## config.mk

```make
export PLATFORM = sky130hd
export DESIGN_NAME = hsmm_div
export DESIGN_NICKNAME = d
export VERILOG_FILES = /design/src/rtl/hsmm_pkg.sv /design/src/rtl/hsmm_div.sv
export SDC_FILE = /design/constraint.sdc
export NUM_CORES = 2
export LEC_CHECK = 0
export BUFFER_PORTS_ARGS = -buffer_cell sky130_fd_sc_hd__buf_4
export CORE_MARGIN = 2
export CORE_UTILIZATION = 45
export CTS_BUF_LIST = sky130_fd_sc_hd__clkbuf_8
export DETAILED_ROUTE_END_ITERATION = 10
export GPL_ROUTABILITY_DRIVEN = 0
export PLACE_DENSITY = 0.72
export SLEW_MARGIN = 20
export SYNTH_ARGS = -nofsm -noshare
export SYNTH_HDL_FRONTEND = slang
export SYNTH_SLANG_ARGS = --single-unit
```

## constraint.sdc

```tcl
create_clock -name clk_i -period 13.96 [get_ports clk_i]
set_input_delay 1.396 -clock clk_i [delete_from_list [all_inputs] [get_ports clk_i]]
set_output_delay 1.396 -clock clk_i [all_outputs]
set_load 0.05 [all_outputs]
```

## src/rtl/hsmm_pkg.sv

```systemverilog
// ----------------------------------------------------------------------------
// hsmm_pkg
// Shared types, constants and helpers of the metering statistics block.
// ----------------------------------------------------------------------------
package hsmm_pkg;

  localparam int CHANNELS = 16;
  localparam int BINS     = 12;
  localparam int CH_W     = 4;
  localparam int BIN_W    = 4;
  localparam int DEPTH    = CHANNELS * BINS;
  localparam int ADDR_W   = $clog2(DEPTH);
  localparam int IN_W     = 48;
  localparam int OUT_W    = 168;

  typedef enum logic [1:0] {
    OP_ACC   = 2'd0,
    OP_BOUND = 2'd1,
    OP_CLEAR = 2'd2,
    OP_READ  = 2'd3
  } op_e;

  typedef enum logic [1:0] {
    ST_OK     = 2'd0,
    ST_REJECT = 2'd1,
    ST_EMPTY  = 2'd2
  } status_e;

  typedef enum logic [3:0] {
    S_INIT, S_IDLE, S_SRCH, S_SCMP, S_CRD, S_UPD, S_BWR, S_CLR, S_RSUM, S_DGO, S_DWAIT,
    S_OUT
  } state_e;

  // per-channel statistics word
  typedef struct packed {
    logic signed [63:0] total;
    logic signed [31:0] minimum;
    logic signed [31:0] maximum;
    logic        [31:0] count;
  } stats_t;

  // result item, status in the lowest bits
  typedef struct packed {
    logic signed [31:0] maximum;
    logic signed [31:0] minimum;
    logic signed [31:0] average;
    logic        [31:0] sample_count;
    logic        [31:0] bin_count;
    logic [BIN_W-1:0]   bin_hit;
    logic [1:0]         status;
  } res_t;

  typedef struct packed {
    logic start;
    logic long_mode;
  } div_req_t;

  // flooring step in milli-units for the decimal places kept
  function automatic logic [31:0] dec_step(input logic [1:0] dp);
    logic [31:0] s;
    case (dp)
      2'd3:    s = 32'd1;
      2'd2:    s = 32'd10;
      2'd1:    s = 32'd100;
      default: s = 32'd1000;
    endcase
    return s;
  endfunction

endpackage

```

## src/rtl/hsmm_div.sv

```systemverilog
// ----------------------------------------------------------------------------
// hsmm_div
// Floor unit: bit-serial 64-by-32 floored quotient for the average (long
// mode), and flooring of a 32-bit value to a multiple of 1, 10, 100 or 1000
// by reciprocal multiplication (short mode). Both clamped to 32 bits signed.
// ----------------------------------------------------------------------------
module hsmm_div (
  input  logic                  clk_i,
  input  logic                  rst_ni,
  input  hsmm_pkg::div_req_t    req_i,
  input  logic signed [63:0]    dividend_i,
  input  logic        [31:0]    divisor_i,
  output logic                  done_o,
  output logic signed [31:0]    quot_o,
  output logic signed [31:0]    floor_o
);

  logic        run_q, done_q, neg_q, fneg_q;
  logic [5:0]  cnt_q, fsh_q;
  logic [9:0]  fstep_q;
  logic [31:0] div_q, rem_q;
  logic [63:0] quo_q, fprod_q;
  logic [63:0] mag;
  logic [32:0] shifted;
  logic [33:0] diff;
  logic        ge;
  logic [64:0] qmag, q65;
  logic [31:0] fx, fmagic, fq;
  logic [5:0]  fsh;
  logic signed [31:0] fqs;
  logic signed [42:0] fprd;

  assign mag     = dividend_i[63] ? 64'(-dividend_i) : dividend_i;
  assign shifted = {rem_q, quo_q[63]};
  assign diff    = {1'b0, shifted} - {2'b00, div_q};
  assign ge      = ~diff[33];

  // floor(v / s) = ~floor(~v / s) for negative v, so divide a magnitude only
  assign fx = dividend_i[31] ? ~dividend_i[31:0] : dividend_i[31:0];

  always_comb begin
    unique case (divisor_i)
      32'd10: begin
        fmagic = 32'hCCCCCCCD;
        fsh    = 6'd35;
      end
      32'd100: begin
        fmagic = 32'h51EB851F;
        fsh    = 6'd37;
      end
      32'd1000: begin
        fmagic = 32'h10624DD3;
        fsh    = 6'd38;
      end
      default: begin
        fmagic = 32'd1;
        fsh    = 6'd0;
      end
    endcase
  end

  always_ff @(posedge clk_i or negedge rst_ni) begin
    if (!rst_ni) begin
      run_q  <= 1'b0;
      done_q <= 1'b0;
      cnt_q  <= '0;
    end else begin
      done_q <= 1'b0;
      if (req_i.start) begin
        if (req_i.long_mode) begin
          run_q <= 1'b1;
          cnt_q <= 6'd63;
        end else begin
          done_q <= 1'b1;
        end
      end else if (run_q) begin
        cnt_q <= cnt_q - 6'd1;
        if (cnt_q == 6'd0) begin
          run_q  <= 1'b0;
          done_q <= 1'b1;
        end
      end
    end
  end

  always_ff @(posedge clk_i) begin
    if (req_i.start) begin
      neg_q   <= dividend_i[63];
      div_q   <= divisor_i;
      rem_q   <= '0;
      quo_q   <= mag;
      fneg_q  <= dividend_i[31];
      fsh_q   <= fsh;
      fstep_q <= divisor_i[9:0];
      fprod_q <= 64'(fx) * 64'(fmagic);
    end else if (run_q) begin
      rem_q <= ge ? diff[31:0] : shifted[31:0];
      quo_q <= {quo_q[62:0], ge};
    end
  end

  // floor correction toward minus infinity
  assign qmag = {1'b0, quo_q} + 65'(neg_q && (rem_q != 32'd0));
  assign q65  = neg_q ? -qmag : qmag;

  assign fq   = 32'(fprod_q >> fsh_q);
  assign fqs  = fneg_q ? ~fq : fq;
  assign fprd = 43'(fqs) * $signed({33'd0, fstep_q});

  always_comb begin
    if ($signed(q65) > 65'sh7FFFFFFF) begin
      quot_o = 32'sh7FFFFFFF;
    end else if ($signed(q65) < -65'sh80000000) begin
      quot_o = 32'sh80000000;
    end else begin
      quot_o = q65[31:0];
    end
    if (fprd < -43'sh80000000) begin
      floor_o = 32'sh80000000;
    end else begin
      floor_o = fprd[31:0];
    end
  end

  assign done_o = done_q;

endmodule

```

Word level (Yosys, flattened, before mapping)
Index checks and enable logic that the tools add are counted.

storage, ports and cells
  bits in registers = 218
  output and inout port bits = 65

cells by class
  mux-type cells = 23
  multipliers = 2
  shift operators = 1
  add/subtract/negate cells = 5
  $lt $le $gt $ge = 3
  reductions and logical operators = 5
  eq/ne operators = 4
  bitwise gates (word level) = 3

operators with widths
  kind                                                              count
  2-to-1 mux 32 bit                                                 6
  2-to-1 mux 64 bit                                                 3
  case mux 32 bit (3 select lines)                                  1
  adder 64 x 1 -> 65 bit                                            1
  greater-than comparator 65 x 32 -> 1 bit (second input constant)  1
  < comparator 65 x 32 -> 1 bit (second input constant)             1
  2-to-1 mux 65 bit                                                 1
  negator 65 bit                                                    1
  multiplier 32 x 32 -> 64 bit                                      1
  negator 64 bit                                                    1
  NOT 32 bit                                                        2
  >> shifter 64 x 6 -> 32 bit                                       1
  < comparator 43 x 32 -> 1 bit (second input constant)             1
  multiplier 32 x 11 -> 43 bit                                      1
  subtractor 33 x 32 -> 34 bit                                      1
  == test 32 x 10 -> 1 bit (second input constant)                  1
  == test 32 x 4 -> 1 bit (second input constant)                   1
  == test 32 x 7 -> 1 bit (second input constant)                   1
  nonzero test 32 bit                                               1
  2-to-1 mux 6 bit                                                  3
  case mux 6 bit (3 select lines)                                   1
  2-to-1 mux 1 bit                                                  8
  logical NOT 6 bit                                                 1
  subtractor 6 x 1 -> 6 bit (second input constant)                 1
  other kinds (5)                                                   5

Longest topological paths before layout
  word-level depth = 8
  gate-level depth with buffers = 38
  gate-level depth less buffers = 36

Least setup slack after synthesis
Ideal clock, no wire load.

  path type = register to output
  from = reg fsh_q[5]
  to = out floor_o[21]
  arrival = 10.311 ns
  path slack = 2.253 ns
  cell stages (with the launch flop) = 29
  required time = 12.564 ns
  cells stage by stage = edfxtp_1 > clkbuf_1 > clkbuf_1 > mux4_2 > mux2i_1 > mux2i_1 > xor2_1 > and2_1 > fa_1 > fa_1 > inv_1 > fa_1 > fa_1 > inv_1 > fa_1 > ha_1 > a21o_1 > a21oi_1 > o211ai_1 > a31o_2 > a211o_1 > a21o_1 > a31oi_1 > o311a_1 > nand2b_1 > a21oi_1 > xnor2_1 > a41oi_1 > a2111oi_0

between the ends
  word-level cells in the longest chain between the ends = 6

RTL lines
  element                         RTL line         text
  start: declaration              hsmm_div.sv:19   logic [5:0] cnt_q, fsh_q;
  start signal: assignment        hsmm_div.sv:93   fsh_q <= fsh;
  >> shifter 64 x 6 -> 32 bit *   hsmm_div.sv:106  assign fq = 32'(fprod_q >> fsh_q);
  NOT 32 bit                      hsmm_div.sv:107  assign fqs = fneg_q ? ~fq : fq;
  2-to-1 mux 32 bit *             hsmm_div.sv:107
  multiplier 32 x 11 -> 43 bit *  hsmm_div.sv:108  assign fprd = 43'(fqs) * $signed({33'd0, fstep_q});
  < comparator 43 x 32 -> 1 bit   hsmm_div.sv:118  if (fprd < -43'sh80000000) begin
  2-to-1 mux 32 bit *             hsmm_div.sv:118
  end: declaration                hsmm_div.sv:15   output logic signed [31:0] floor_o

Every way passes the cells marked *; elsewhere a longest branch is shown, timed or not.

Final worst setup path
  from = reg fsh_q[0]
  to = out floor_o[21]

The elaborated chain is that of the path after synthesis.

==> results.cfg <==
[timing]
setup_viol = 0
min_period_ns = 12.58
worst_pin_slew_ns = 1.07
timing.fmax_mhz = 79.5
holdWs_ns = 0.504
period_share_pct = 90.1
hold_violations = 0
setup-tns-final_ns = 0
rsz0062_at_grt = no
clock_skew_ns = 0.00969
slew_violations = 0
slew_headroom_pct = 28.1

[floorplan]
initial_core_util_pct = 45.3
die_height_um = 348
dieArea_sq_um = 121000
io_pins = 165
row_count = 126
die_x_um = 348
core_sq_um = 118000

[worst_setup_path]
start_kind = register
cpPeakStageDelay_ns = 0.88
cp.required_ns = 12.56
crit_path_frequent_cell = fa_1
critical_path_buf_inv_count = 7
cp_slowest_cell = xnor2_1
critPathTopFamily = compound AO/OA/AOI/OAI gates
worst_setup_path_end_kind = primary output
crit_fanout = 39
path_class = reg2out
cp.arrival_ns = 11.19

[placement]
io_buffers = 164
placed_cells = 7400
dp_hpwl_um = 133000

[cts]
cts_hold_buf = 0
clk_pin_slew_ns = 0.06
cts.path.max_buffers = 3
cts_root_buf = clkbuf_8
cts.repair.resized = 0
cts_num_sinks = 206
cts_tree = built
post-cts-setup-buffer-count = 0
cts_buffers = 41
htree_levels = 2
insertion_delay_ns = 0.66

[outcome]
status = complete, no violations

[run]
maxCapViolations = 0

[grt]
overflow = 0
antenna_found_initial = 13
grt_usage_pct = 25.8
grt_max_degree = 84
grt_pass1_vias = 43136
grt_pass1_wl_um = 244000

[detailed_routing]
firstDrtPassIters = 7
via_per_inst = 5.71
finalWirelength_um = 157000
route.detailed.drc = 0
ant_nets = 0
wl_per_cell_um = 20.9
dr_total_vias = 42803
drt_iter0_drc = 4525

[finish]
drive_gt1_share_pct = 6.68
area_delta_synth_final_pct = 7.41
nNetsFinal = 7490
fin_util_pct = 48.6
final_cells = 7492

[logic_synthesis]
syn-cell-area_sq_um = 53300
async_flop_share_pct = 3.88
postSynthCellCount = 5814
synthesis.nets = 7395
yosys_warnings = 0
synth_ff_type = edfxtp_1
avgSynthCellArea_sq_um = 9.17
synth-edff-count = 166
ys_seq_area_share_pct = 10.9
ys_types = 92
ys_ff_latch = 206

[worst_hold_path]
min-delay-path-class = reg2reg
-- registers in the layout, summed over array words and instances (netlist names) --
| signal | count |
|---|---|
| fsh_q | 4 |
| fstep_q | 9 |
| div_q | 23 |
| rem_q | 32 |
| cnt_q | 6 |
| fprod_q | 64 |
| done_o | 1 |
| run_q | 1 |
| fneg_q | 1 |
| neg_q | 1 |
| quo_q | 64 |
-- cells in the mapped netlist (7+ instances only) --
cell       instances  share of area, %
inv_1           1232               8.7
fa_1             910                34
ha_1             571                13
nand2_1          408               2.9
nor2_1           345               2.4
a21oi_1          284               2.7
and2_1           200               2.3
xnor2_1          181               3.0
xor2_1           177               2.9
edfxtp_1         166               9.4
clkbuf_1         146               1.0
o21ai_0          130               1.2
a21o_1            97               1.4
nand3_1           95              0.89
mux2i_1           69               1.3
nor3_1            64              0.60
nand4_1           63              0.74
nor4_1            44              0.52
dfxtp_1           32               1.2
o21ai_1           32              0.30
o31ai_1           32              0.45
a211oi_1          31              0.44
and3_1            30              0.35
nand2b_1          27              0.32
nor2b_1           26              0.31
or3_1             26              0.31
or2_2             24              0.28
mux4_2            22              0.93
o21a_1            22              0.31
o21bai_1          20              0.28
or4_1             20              0.28
a31oi_1           19              0.22
buf_2             19              0.18
mux2_2            18              0.38
o211ai_1          18              0.25
buf_1             17              0.12
o41ai_1           15              0.25
and4_1            12              0.20
nand3b_1           9              0.13
o2111ai_1          9              0.15
o22ai_1            9              0.11
dfrtp_1            8              0.38
a41oi_1            7              0.12
nor4b_1            7              0.12
-- cells by family (layout without fill, tap and decap cells) --
family	after synthesis	count (layout)	synth area share, %
xor+xnor	358	358	5.88
flops	206	206	10.9
fa+ha+maj	1481	1481	47.6
compound gates	800	800	9.45
simple gates	1439	1439	13.5
other cells	0	15	0
buf+inv	1420	1547	10.1
mux	110	110	2.63
-- layout make-up --
cell class / instances / area [sq um]
clock inverters: 32 / 264
multi-input cells: 4188 / 42200
inverters: 1235 / 4640
clock buffers: 43 / 592
repair buffers: 237 / 1810
well taps: 1536 / 1920
flip-flops and latches: 206 / 5830
fillers: 10895 / 60500
diodes: 15 / 37.5
-- per-stage QoR --
stage | area, sq um | worst slack [ns]
after global placement | 56300 | 1.73
after detailed placement | 56300 | 1.51
after floorplan | 53300 | 2.25
final | 57300 | 1.38
after CTS | 57200 | 1.48
after global routing | 57300 | 0.814
-- layout by cell type (no fill, tap or decap), types with 32 or more instances in the layout --
master / Yosys / routed
inv_1: 1232 / 1241
fa_1: 910 / 910
ha_1: 571 / 571
nand2_1: 408 / 407
nor2_1: 345 / 343
a21oi_1: 284 / 284
buf_4: 3 / 234
and2_1: 200 / 200
xnor2_1: 181 / 179
xor2_1: 177 / 175
edfxtp_1: 166 / 166
o21ai_0: 130 / 130
a21o_1: 97 / 97
nand3_1: 95 / 95
mux2i_1: 69 / 69
nor3_1: 64 / 64
nand4_1: 63 / 63
nor4_1: 44 / 44
clkbuf_8: 0 / 43
o31ai_1: 32 / 32
o21ai_1: 32 / 32
dfxtp_1: 32 / 32
-- worst min-delay path, stage by stage (launching register included) --
cell and delay [ns]:
dfrtp_1 0.35, xor2_1 0.07, nand2_1 0.06
-- routing by layer --
| layer | wire (um) | global-route usage, % | share of wire [%] | up-vias |
|---|---|---|---|---|
| li1 | - | - | - | 18939 |
| met1 | 63400 | 35.2 | 40 | 21210 |
| met2 | 69900 | 39.7 | 45 | 2225 |
| met3 | 15300 | 4.94 | 9.8 | 427 |
| met5 | 76 | 0.480 | 0.048 | - |
| met4 | 8210 | 11.9 | 5.2 | 2 |
-- final timing paths --
check                                           from                     to  slack, ns  cells after the start
worst max-delay path              fsh_q[0]$_DFFE_PP_            floor_o[21]       1.38                     31
worst min-delay path            cnt_q[5]$_DFFE_PN0P_   cnt_q[5]$_DFFE_PN0P_       0.50                      2
worst max register to register  fstep_q[1]$_DFFE_PP_  rem_q[5]$_SDFFE_PP0P_       9.86                     17
worst min register to register  cnt_q[5]$_DFFE_PN0P_   cnt_q[5]$_DFFE_PN0P_       0.50                      2
max in group asynchronous                     rst_ni   cnt_q[3]$_DFFE_PN0P_      13.29                      1
min in group asynchronous                     rst_ni   cnt_q[4]$_DFFE_PN0P_       0.54                      1
Power is left out: the tool's default activity adds up to more than one toggle a clock period on the data nets, which glitch-free logic cannot reach.
